File: src/hw/rtl/kbd_hid_pkg.sv
// shared constants, default key map and command type for the keyboard to hid report block
package kbd_hid_pkg;

	// report and key map geometry
	localparam int KEY_SLOTS    = 6;
	localparam int NUM_KEYCODES = 128;
	localparam int OUT_SLOTS    = 6;
	localparam int MAP_DEPTH    = 128;
	localparam int KEY_W        = 7;
	localparam int CODE_W       = 8;
	localparam int SLOT_ARR     = (KEY_SLOTS > OUT_SLOTS) ? KEY_SLOTS : OUT_SLOTS;
	localparam int SLOT_CNT_W   = $clog2(KEY_SLOTS + 1);

	localparam logic [KEY_W-1:0] SCAN_LAST = KEY_W'(NUM_KEYCODES - 1);

	// keyboard response bytes and hid codes
	localparam logic [7:0] RESP_RESET    = 8'hff;
	localparam logic [7:0] RESP_LAYOUT   = 8'hfe;
	localparam logic [7:0] POST_OK       = 8'h04;
	localparam logic [7:0] MOD_BASE      = 8'he0;
	localparam logic [7:0] MOD_LIMIT     = 8'he8;
	localparam logic [7:0] CODE_NONE     = 8'h00;
	localparam logic [7:0] CODE_ROLLOVER = 8'h01;

	// input item kinds
	localparam logic MODE_REMAP = 1'b1;

	// key number to hid usage code after reset
	localparam logic [CODE_W-1:0] DEFAULT_MAP [MAP_DEPTH] = '{
		8'h02, 8'h78, 8'h81, 8'h79, 8'h80, 8'h3a, 8'h3b, 8'h43,
		8'h3c, 8'h44, 8'h3d, 8'h45, 8'h3e, 8'he6, 8'h3f, 8'h00,
		8'h40, 8'h41, 8'h42, 8'he2, 8'h52, 8'h48, 8'h46, 8'h47,
		8'h50, 8'h00, 8'h7a, 8'h51, 8'h4f, 8'h29, 8'h1e, 8'h1f,
		8'h20, 8'h21, 8'h22, 8'h23, 8'h24, 8'h25, 8'h26, 8'h27,
		8'h2d, 8'h2e, 8'h35, 8'h2a, 8'h49, 8'h7f, 8'h54, 8'h55,
		8'h66, 8'h00, 8'h63, 8'h7c, 8'h4a, 8'h2b, 8'h14, 8'h1a,
		8'h08, 8'h15, 8'h17, 8'h1c, 8'h18, 8'h0c, 8'h12, 8'h13,
		8'h2f, 8'h30, 8'h4c, 8'h65, 8'h5f, 8'h60, 8'h61, 8'h56,
		8'h74, 8'h7d, 8'h4d, 8'h00, 8'he0, 8'h04, 8'h16, 8'h07,
		8'h09, 8'h0a, 8'h0b, 8'h0d, 8'h0e, 8'h0f, 8'h33, 8'h34,
		8'h31, 8'h28, 8'h58, 8'h5c, 8'h5d, 8'h5e, 8'h62, 8'h7e,
		8'h4b, 8'h7b, 8'h53, 8'he1, 8'h1d, 8'h1b, 8'h06, 8'h19,
		8'h05, 8'h11, 8'h10, 8'h36, 8'h37, 8'h38, 8'he5, 8'h00,
		8'h59, 8'h5a, 8'h5b, 8'h00, 8'h00, 8'h00, 8'h75, 8'h39,
		8'he3, 8'h2c, 8'he7, 8'h4e, 8'h64, 8'h57, 8'h00, 8'h00
	};

	// decoded action of one accepted input transfer
	typedef struct packed {
		logic              key_we;
		logic [KEY_W-1:0]  key;
		logic              key_set;
		logic              map_we;
		logic [KEY_W-1:0]  map_idx;
		logic [CODE_W-1:0] map_code;
		logic              scan;
	} kbd_hid_cmd_t;

endpackage

File: src/hw/rtl/kbd_hid_rx.sv
// receive state tracking and decode of input transfers into map updates
module kbd_hid_rx (
	input  logic                       clk,
	input  logic                       arst_n,
	input  logic                       accept,
	input  logic                       mode,
	input  logic [7:0]                 kbd_byte,
	input  logic [6:0]                 remap_index,
	input  logic [7:0]                 remap_code,
	output kbd_hid_pkg::kbd_hid_cmd_t  cmd
);
	import kbd_hid_pkg::*;

	typedef enum logic [1:0] {
		RX_IDLE,
		RX_AFTER_RESET,
		RX_AFTER_LAYOUT
	} rx_state_t;

	rx_state_t       state_q;
	rx_state_t       state_d;
	logic [7:0]      eff_byte;
	kbd_hid_cmd_t    cmd_d;

	// make of key 0 stands for a failed self test
	assign eff_byte = (state_q == RX_AFTER_RESET) ? 8'h00 : kbd_byte;

	// decode the transfer against the receive state
	always_comb begin
		state_d          = state_q;
		cmd_d            = '0;
		cmd_d.key        = eff_byte[KEY_W-1:0];
		cmd_d.key_set    = ~eff_byte[7];
		cmd_d.map_idx    = remap_index;
		cmd_d.map_code   = remap_code;
		if (mode == MODE_REMAP) begin
			cmd_d.map_we = ({1'b0, remap_index} < (KEY_W+1)'(NUM_KEYCODES));
		end else if (state_q == RX_AFTER_LAYOUT) begin
			state_d = RX_IDLE;
		end else if (kbd_byte == RESP_RESET) begin
			state_d = RX_AFTER_RESET;
		end else if (kbd_byte == RESP_LAYOUT) begin
			state_d = RX_AFTER_LAYOUT;
		end else if (state_q == RX_AFTER_RESET && kbd_byte == POST_OK) begin
			state_d = RX_IDLE;
		end else begin
			state_d      = RX_IDLE;
			cmd_d.key_we = ({1'b0, cmd_d.key} < (KEY_W+1)'(NUM_KEYCODES));
			cmd_d.scan   = 1'b1;
		end
	end

	// command is only live on an accepted transfer
	always_comb begin
		cmd        = cmd_d;
		cmd.key_we = cmd_d.key_we & accept;
		cmd.map_we = cmd_d.map_we & accept;
		cmd.scan   = cmd_d.scan & accept;
	end

	// receive state register
	always_ff @(posedge clk or negedge arst_n) begin
		if (!arst_n) begin
			state_q <= RX_IDLE;
		end else if (accept) begin
			case (state_d)
				RX_IDLE, RX_AFTER_RESET, RX_AFTER_LAYOUT: state_q <= state_d;
				default:                                  state_q <= RX_IDLE;
			endcase
		end
	end

endmodule

File: src/hw/rtl/kbd_hid_scan.sv
// pressed map and remap memories, key scan sequencer and report output register
module kbd_hid_scan (
	input  logic                                         clk,
	input  logic                                         arst_n,
	input  kbd_hid_pkg::kbd_hid_cmd_t                    cmd,
	output logic                                         busy,
	output logic                                         out_valid,
	input  logic                                         out_stall,
	output logic [7:0]                                   modifier_mask,
	output logic [kbd_hid_pkg::OUT_SLOTS-1:0][7:0]       key_slots
);
	import kbd_hid_pkg::*;

	typedef enum logic [1:0] {
		SC_IDLE,
		SC_SCAN,
		SC_DRAIN,
		SC_HOLD
	} scan_state_t;

	scan_state_t                     state_q;
	logic [KEY_W-1:0]                idx_q;
	logic                            rd_en;

	logic [CODE_W-1:0]               map_mem [MAP_DEPTH];
	logic                            press_mem [MAP_DEPTH];
	logic [MAP_DEPTH-1:0]            map_vld_q;
	logic [MAP_DEPTH-1:0]            press_vld_q;

	logic                            rd_s1;
	logic [KEY_W-1:0]                idx_s1;
	logic [CODE_W-1:0]               code_s1;
	logic                            press_s1;
	logic                            map_vld_s1;
	logic                            press_vld_s1;

	logic [CODE_W-1:0]               held_code;
	logic                            held;

	logic [7:0]                      mods_q;
	logic [SLOT_CNT_W-1:0]           used_q;
	logic                            ovf_q;
	logic [SLOT_ARR-1:0][7:0]        slots_q;
	logic [OUT_SLOTS-1:0][7:0]       report_slots;

	assign rd_en = (state_q == SC_SCAN);
	assign busy  = (state_q != SC_IDLE);

	// memory writes and registered scan reads
	always_ff @(posedge clk) begin
		if (cmd.map_we) begin
			map_mem[cmd.map_idx] <= cmd.map_code;
		end
		if (cmd.key_we) begin
			press_mem[cmd.key] <= cmd.key_set;
		end
		if (rd_en) begin
			code_s1  <= map_mem[idx_q];
			press_s1 <= press_mem[idx_q];
			idx_s1   <= idx_q;
		end
	end

	// written flags: an unwritten entry reads as its reset value
	always_ff @(posedge clk or negedge arst_n) begin
		if (!arst_n) begin
			map_vld_q    <= '0;
			press_vld_q  <= '0;
			map_vld_s1   <= 1'b0;
			press_vld_s1 <= 1'b0;
		end else begin
			if (cmd.map_we) begin
				map_vld_q[cmd.map_idx] <= 1'b1;
			end
			if (cmd.key_we) begin
				press_vld_q[cmd.key] <= 1'b1;
			end
			if (rd_en) begin
				map_vld_s1   <= map_vld_q[idx_q];
				press_vld_s1 <= press_vld_q[idx_q];
			end
		end
	end

	// code of the key read last cycle
	assign held_code = map_vld_s1 ? code_s1 : DEFAULT_MAP[idx_s1];
	assign held      = rd_s1 & press_vld_s1 & press_s1 & (held_code != CODE_NONE);

	// rollover fills every real slot
	always_comb begin
		for (int i = 0; i < OUT_SLOTS; i++) begin
			report_slots[i] = (ovf_q && i < KEY_SLOTS) ? CODE_ROLLOVER : slots_q[i];
		end
	end

	// scan sequencer, shared code classifier and output register
	always_ff @(posedge clk or negedge arst_n) begin
		if (!arst_n) begin
			state_q       <= SC_IDLE;
			idx_q         <= '0;
			rd_s1         <= 1'b0;
			mods_q        <= '0;
			used_q        <= '0;
			ovf_q         <= 1'b0;
			slots_q       <= '0;
			out_valid     <= 1'b0;
			modifier_mask <= '0;
			key_slots     <= '0;
		end else begin
			rd_s1 <= rd_en;
			// taken report leaves unless the hold state loads the next one
			if (out_valid && !out_stall && state_q != SC_HOLD) begin
				out_valid <= 1'b0;
			end

			// classify one held key per cycle
			if (held) begin
				if (held_code >= MOD_BASE) begin
					if (held_code < MOD_LIMIT) begin
						mods_q[held_code[2:0]] <= 1'b1;
					end
				end else if (used_q < SLOT_CNT_W'(KEY_SLOTS)) begin
					for (int i = 0; i < KEY_SLOTS; i++) begin
						if (used_q == SLOT_CNT_W'(i)) begin
							slots_q[i] <= held_code;
						end
					end
					used_q <= used_q + 1'b1;
				end else begin
					ovf_q <= 1'b1;
				end
			end

			case (state_q)
				SC_IDLE: begin
					if (cmd.scan) begin
						idx_q   <= '0;
						mods_q  <= '0;
						used_q  <= '0;
						ovf_q   <= 1'b0;
						slots_q <= '0;
						state_q <= SC_SCAN;
					end
				end
				SC_SCAN: begin
					if (idx_q == SCAN_LAST) begin
						state_q <= SC_DRAIN;
					end else begin
						idx_q <= idx_q + 1'b1;
					end
				end
				SC_DRAIN: begin
					state_q <= SC_HOLD;
				end
				SC_HOLD: begin
					if (!out_valid || !out_stall) begin
						out_valid     <= 1'b1;
						modifier_mask <= mods_q;
						key_slots     <= report_slots;
						state_q       <= SC_IDLE;
					end
				end
				default: begin
					state_q <= SC_IDLE;
				end
			endcase
		end
	end

endmodule

File: src/hw/rtl/keyboard_scancode_to_hid_report.sv
// top level: serial keyboard bytes in, usb hid boot reports out
//
// Input channel (in_valid / in_stall) carries one transfer per keyboard byte
// (mode 0) or per remap table write (mode 1). Output channel (out_valid /
// out_stall) carries one boot report: modifier mask and six key slots.
// Remap writes, the 0xff / 0xfe responses and swallowed bytes are taken
// without a stall and give no report. A make or break byte updates the
// pressed map and then scans all keys one per cycle through the remap
// memory read port, so such a byte keeps in_stall high through the scan,
// drain and hold states; no new byte is taken until its report has been
// loaded into the output register.
// The output register holds a finished report while out_stall is high; a new
// byte is still taken then, and its report waits in the scan stage until the
// register is free.
// Reset clears the receive state, the output register and the written flags
// of both memories: the pressed map reads as all released and the remap
// table as its default map at once, with no clearing pass.
module keyboard_scancode_to_hid_report (
	input  logic       clk,
	input  logic       arst_n,
	input  logic       in_valid,
	output logic       in_stall,
	input  logic       mode,
	input  logic [7:0] kbd_byte,
	input  logic [6:0] remap_index,
	input  logic [7:0] remap_code,
	output logic       out_valid,
	input  logic       out_stall,
	output logic [7:0] modifier_mask,
	output logic [7:0] key_slot0,
	output logic [7:0] key_slot1,
	output logic [7:0] key_slot2,
	output logic [7:0] key_slot3,
	output logic [7:0] key_slot4,
	output logic [7:0] key_slot5
);
	import kbd_hid_pkg::*;

	logic                      busy;
	logic                      in_accept;
	kbd_hid_cmd_t              cmd;
	logic [OUT_SLOTS-1:0][7:0] key_slots;

	// one item at a time while a scan runs
	assign in_stall  = busy;
	assign in_accept = in_valid & ~in_stall;

	// receive state and decode
	kbd_hid_rx u_rx (
		.clk         (clk),
		.arst_n      (arst_n),
		.accept      (in_accept),
		.mode        (mode),
		.kbd_byte    (kbd_byte),
		.remap_index (remap_index),
		.remap_code  (remap_code),
		.cmd         (cmd)
	);

	// map storage, scan and report register
	kbd_hid_scan u_scan (
		.clk           (clk),
		.arst_n        (arst_n),
		.cmd           (cmd),
		.busy          (busy),
		.out_valid     (out_valid),
		.out_stall     (out_stall),
		.modifier_mask (modifier_mask),
		.key_slots     (key_slots)
	);

	assign key_slot0 = key_slots[0];
	assign key_slot1 = key_slots[1];
	assign key_slot2 = key_slots[2];
	assign key_slot3 = key_slots[3];
	assign key_slot4 = key_slots[4];
	assign key_slot5 = key_slots[5];

	// a report never follows an input transfer in the next cycle
	assert property (@(posedge clk) disable iff (!arst_n)
		in_accept |=> !$rose(out_valid))
		else $error("report appeared right after an input transfer");

	// a new report only comes out of a running scan
	assert property (@(posedge clk) disable iff (!arst_n)
		$rose(out_valid) |-> $past(in_stall))
		else $error("report without a scan");

	// modifier codes never land in a key slot
	assert property (@(posedge clk) disable iff (!arst_n)
		out_valid |-> (key_slot0 < MOD_BASE) && (key_slot1 < MOD_BASE) &&
			(key_slot2 < MOD_BASE) && (key_slot3 < MOD_BASE) &&
			(key_slot4 < MOD_BASE) && (key_slot5 < MOD_BASE))
		else $error("modifier code in key slot");

endmodule

File: config.mk
export PLATFORM = sky130hd
export DESIGN_NAME = keyboard_scancode_to_hid_report
export DESIGN_NICKNAME = d
export VERILOG_FILES = /design/src/hw/rtl/kbd_hid_pkg.sv /design/src/hw/rtl/kbd_hid_rx.sv /design/src/hw/rtl/kbd_hid_scan.sv /design/src/hw/rtl/keyboard_scancode_to_hid_report.sv
export SDC_FILE = /design/constraint.sdc
export NUM_CORES = 2
export LEC_CHECK = 0
export BUFFER_PORTS_ARGS = -buffer_cell sky130_fd_sc_hd__buf_2
export CAP_MARGIN = 20
export CORE_AREA = 2 2 337 306
export DETAILED_ROUTE_END_ITERATION = 6
export DIE_AREA = 0 0 339 308
export PLACE_DENSITY = 0.86
export REMOVE_ABC_BUFFERS = 1
export SETUP_SLACK_MARGIN = 0.05
export SLEW_MARGIN = 20
export SYNTH_ARGS = -nofsm -noshare
export SYNTH_HDL_FRONTEND = slang
export SYNTH_SLANG_ARGS = --single-unit
File: constraint.sdc
create_clock -name clk -period 4.15 [get_ports clk]
set_input_delay 0.6225 -clock clk [delete_from_list [all_inputs] [get_ports clk]]
set_output_delay 0.6225 -clock clk [all_outputs]
set_load 0.005 [all_outputs]
==> metrics.md <==
| Metric | Value |
|---|---|
| Status | `completed` |
| Clk Latency, worst-skew pair | `0.77 ns` |
| Clock transition at path regs | `0.06 ns` |
| Critical Path Max Stage Delay | `0.55 ns` |
| Sw Pwr | `11.7 mW` |
| Post-synthesis cell count | `3464` |
| Area growth syn-to-layout | `12.6%` |
| Design Area, Final | `71100 µm²` |
| Fmax | `261 MHz` |
| Lkg Pwr | `25.2 nW` |
| Rows | `111` |
| Post-route DRC | `0` |
| Post-CTS sizing | `0` |
| Hold crit path type | `primary input to flop` |
| H-tree Lvls | `4` |
| Port bufs | `85` |
| Critical path, cell by cell | `inv_1 -> ha_1 -> or3b_1 -> a21o_1 -> a41oi_1 -> a221oi_1 -> o21bai_1 -> or4_1 -> buf_4 -> o211ai_4 -> mux2i_1` |
| Root buf cell | `clkbuf_16` |
| Sequential cell fraction of total power | `44.7%` |
| All-Layer GR Usage | `30.7%` |
| Synth top area cells | `edfxtp_1 56%, mux4_2 16%, dfrtp_1 15%` |
| Cell Int Power | `28.9 mW` |
| Synth cell types | `69` |
| Gr ovfl total | `0` |
| Wire length of the first global-routing pass | `236000 µm` |
| Max Cap Viol | `0` |
| Setup Fix Bufs, Post-CTS | `0` |
| Top cell type by total area after synthesis | `edfxtp_1` |
| Die ar. | `104000 µm²` |
| Final Slew Violations | `0` |
| Top routing layer used | `met5` |
| Fin crit share | `92.5%` |
| Starting density of the core | `62.5%` |
| Core footprint | `101000 µm²` |
| Met2 Wirelength | `78000 µm` |
| Switching part of the total power | `28.8%` |
| Vias in the first global route | `35800` |
| Crit path time final | `3.84 ns` |
| Startpoint types | `flop` |
| Placed instance count | `4886` |
| Core Util, Final | `70.4%` |
| Area post-placement | `66100 µm²` |
| DRT iter0 DRCs | `4133` |
| Buf+Inv Stages, Crit Path | `2` |
| Mean post-synth cell area | `18.2 µm²` |
| Top_reg_cell synth | `edfxtp_1` |
| Synth top area share | `55.6%` |
| DR pass1 iterations | `6` |
| Avg Vias per Cell | `6.79` |
| CTS tree | `built` |
| RSZ-0062 raised after global routing | `false` |
| Met1 wire length | `57600 µm` |
| Clk sinks | `1555` |
| Vias | `35100` |
| Final setup fails | `0` |
| Met3 WL | `15800 µm` |
| Post-Syn Area | `63100 µm²` |
| Placement Setup Slack | `0.421 ns` |
| Initial antenna violation count | `11` |
| Crit path DAT | `4.49 ns` |
| Die height | `308 µm` |
| Inserted Clock Buffers | `148` |
| YS warnings | `0` |
| Largest net degree at the start of global routing | `129` |
| Final non-filler cell total | `5166` |
| Die W | `339 µm` |
| WL/cell | `30.4 µm` |
| Data required time of the worst path | `4.80 ns` |
| WL final | `157000 µm` |
| Critical Path End Type | `flop` |
| WS Path Type | `flop to flop` |
| Ys async rst share | `24.9%` |
| ANT nets after route | `0` |
| Least-Margin Pin Slew | `1.04 ns` |
| Relative slew slack | `30.8%` |
| Detailed placement HPWL | `90100 µm` |
| Crit-path max FO | `10` |
| Final #Nets | `3731` |
| Post-synth EDFFs | `1168` |
| Final Wtd Congestion | `0.893` |
| Share of layout cells above drive strength 1 | `29.7%` |
| Pwr Total | `40.6 mW` |
| Slowest stage cell, crit path | `or4_1` |
| Maximum VDD drop | `0.000448 V` |
| Clk buf depth | `3` |
| Fin. Hold Viols | `0` |
| Family with the most delay on the worst path | `compound AO/OA/AOI/OAI gates` |
| Power Density | `572 nW/µm²` |
| Seq/Total Area, Yosys | `70.9%` |
| Clock share of power | `33.3%` |
| Post-route worst setup slack | `0.312 ns` |
| Part of the power in combinational logic | `22.0%` |
| FF+latch count, synth | `1555` |
| Clk_skew | `0.0378 ns` |
| Ports | `86` |
## cells in the final DEF (no fill, tap or decap), drive strengths merged, types with 5 or more instances in the layout
| cell type | count |
|---|---|
| ha | 21 |
| mux4 | 462 |
| nor3 | 17 |
| bufinv | 9 |
| inv | 24 |
| o21bai | 121 |
| clkbuf | 207 |
| nand3 | 31 |
| nor3b | 9 |
| o21ai | 76 |
| nor4 | 5 |
| dfrtp | 387 |
| a21oi | 26 |
| mux2 | 14 |
| mux2i | 55 |
| buf | 279 |
| and2 | 5 |
| o21a | 9 |
| nor2b | 18 |
| a311oi | 7 |
| or2 | 139 |
| clkinv | 52 |
| a31oi | 11 |
| nand2 | 206 |
| a211oi | 5 |
| edfxtp | 1168 |
| o211ai | 12 |
| nor2 | 296 |
| nand2b | 62 |
| or3 | 5 |
## what timing repair did
item / 4_1_cts / 5_1_grt
hold endpoints to repair: 90 / 0
setup endpoints to repair: 0 / 0
hold buffers: 1 / 0
## worst paths after layout
check / startpoint / slack (ns) / endpoint / cells past startpoint
max: u_scan.idx_s1[1] / 0.31 / u_scan.slots_q[26] / 11
min in group asynchronous: arst_n / 0.48 / u_scan.press_vld_q[97] / 2
min: out_stall / 0.14 / u_scan.out_valid / 3
min reg2reg: u_scan.map_vld_q[0] / 0.47 / u_scan.map_vld_q[0] / 1
max in group asynchronous: arst_n / 2.65 / u_scan.key_slots[0] / 3
max reg2reg: u_scan.idx_s1[1] / 0.31 / u_scan.slots_q[26] / 11
## area by class of cell
class / count / area (µm²)
antenna: 1 / 2.50
clock buffer: 207 / 4130
clock inverter: 70 / 738
fill: 5755 / 29900
inverter: 19 / 71.3
multi-input combinational: 1678 / 17400
sequential: 1555 / 44800
tap: 1356 / 1700
timing repair buffer: 280 / 2200
## through the flow
| stage | hold slack, ns | setup TNS [ns] |
|---|---|---|
| 5_1_grt | 0.124 | 0 |
| 3_3_place_gp | 0.443 | 0 |
| 4_1_cts | 0.0999 | 0 |
| 6_report | 0.137 | 0 |
| 2_1_floorplan | 0.327 | -380.81 |
| 3_5_place_dp | 0.450 | 0 |
## power by group through the flow
stage	logic, mW	registers, mW	clock network, mW
2_1_floorplan	5.56	18.8	0
3_3_place_gp	8.57	18.4	0
3_5_place_dp	8.71	18.4	0
4_1_cts	8.88	18.1	13.6
5_1_grt	9.49	18.2	14.2
6_report	8.95	18.1	13.5
## cell families after synthesis
logic type / share of synthesized area, %
buffers and inverters: 1.45
adders and majority gates: 0.416
and+or+nand+nor: 5.96
xor gates and xnor gates: 0.0278
AOI/OAI and AO/OA: 3.60
muxes: 17.6
DFF: 70.9
## synthesized netlist by cell type (5+ instances only)
cell type,n
dfrtp_1,387
or2_2,138
a31oi_1,11
buf_2,9
ha_1,21
nor4_1,5
o21bai_1,121
nor2b_1,18
o21a_1,9
clkbuf_1,153
edfxtp_1,1168
inv_1,18
mux2_2,14
buf_1,42
mux4_2,462
nand3_1,31
nor2_1,296
o211ai_1,8
nand2b_1,62
or3_1,5
nor3b_1,9
mux2i_1,55
a211oi_1,5
o21ai_0,74
nand2_1,206
a311oi_1,7
a21oi_1,26
nor3_1,16
## registers in the layout (all words and copies together), names as in the netlist, 2 cells and up
| signal | cells |
|---|---|
| u_scan.used_q | 3 |
| u_scan.slots_q | 48 |
| u_scan.state_q | 2 |
| u_scan.map_vld_q | 128 |
| u_scan.code_s1 | 8 |
| u_scan.key_slots | 48 |
| u_scan.press_vld_q | 128 |
| u_scan.press_mem | 128 |
| u_rx.state_q | 2 |
| u_scan.map_mem | 1024 |
| u_scan.idx_q | 7 |
| u_scan.idx_s1 | 7 |
| u_scan.mods_q | 8 |
| u_scan.modifier_mask | 8 |
## metal layers
metal	GRT usage (%)	up-vias
li1	-	14000
met1	42.5	18300
met2	49.8	2361
met3	6.02	389
met4	11.2	14
met5	0	-
## worst min-delay path, cell delays in order
cell      delay (ns)
buf_2           0.10
nand2_1         0.07
nand2b_1        0.07
Note: power is estimated with default switching activity, not from simulation.
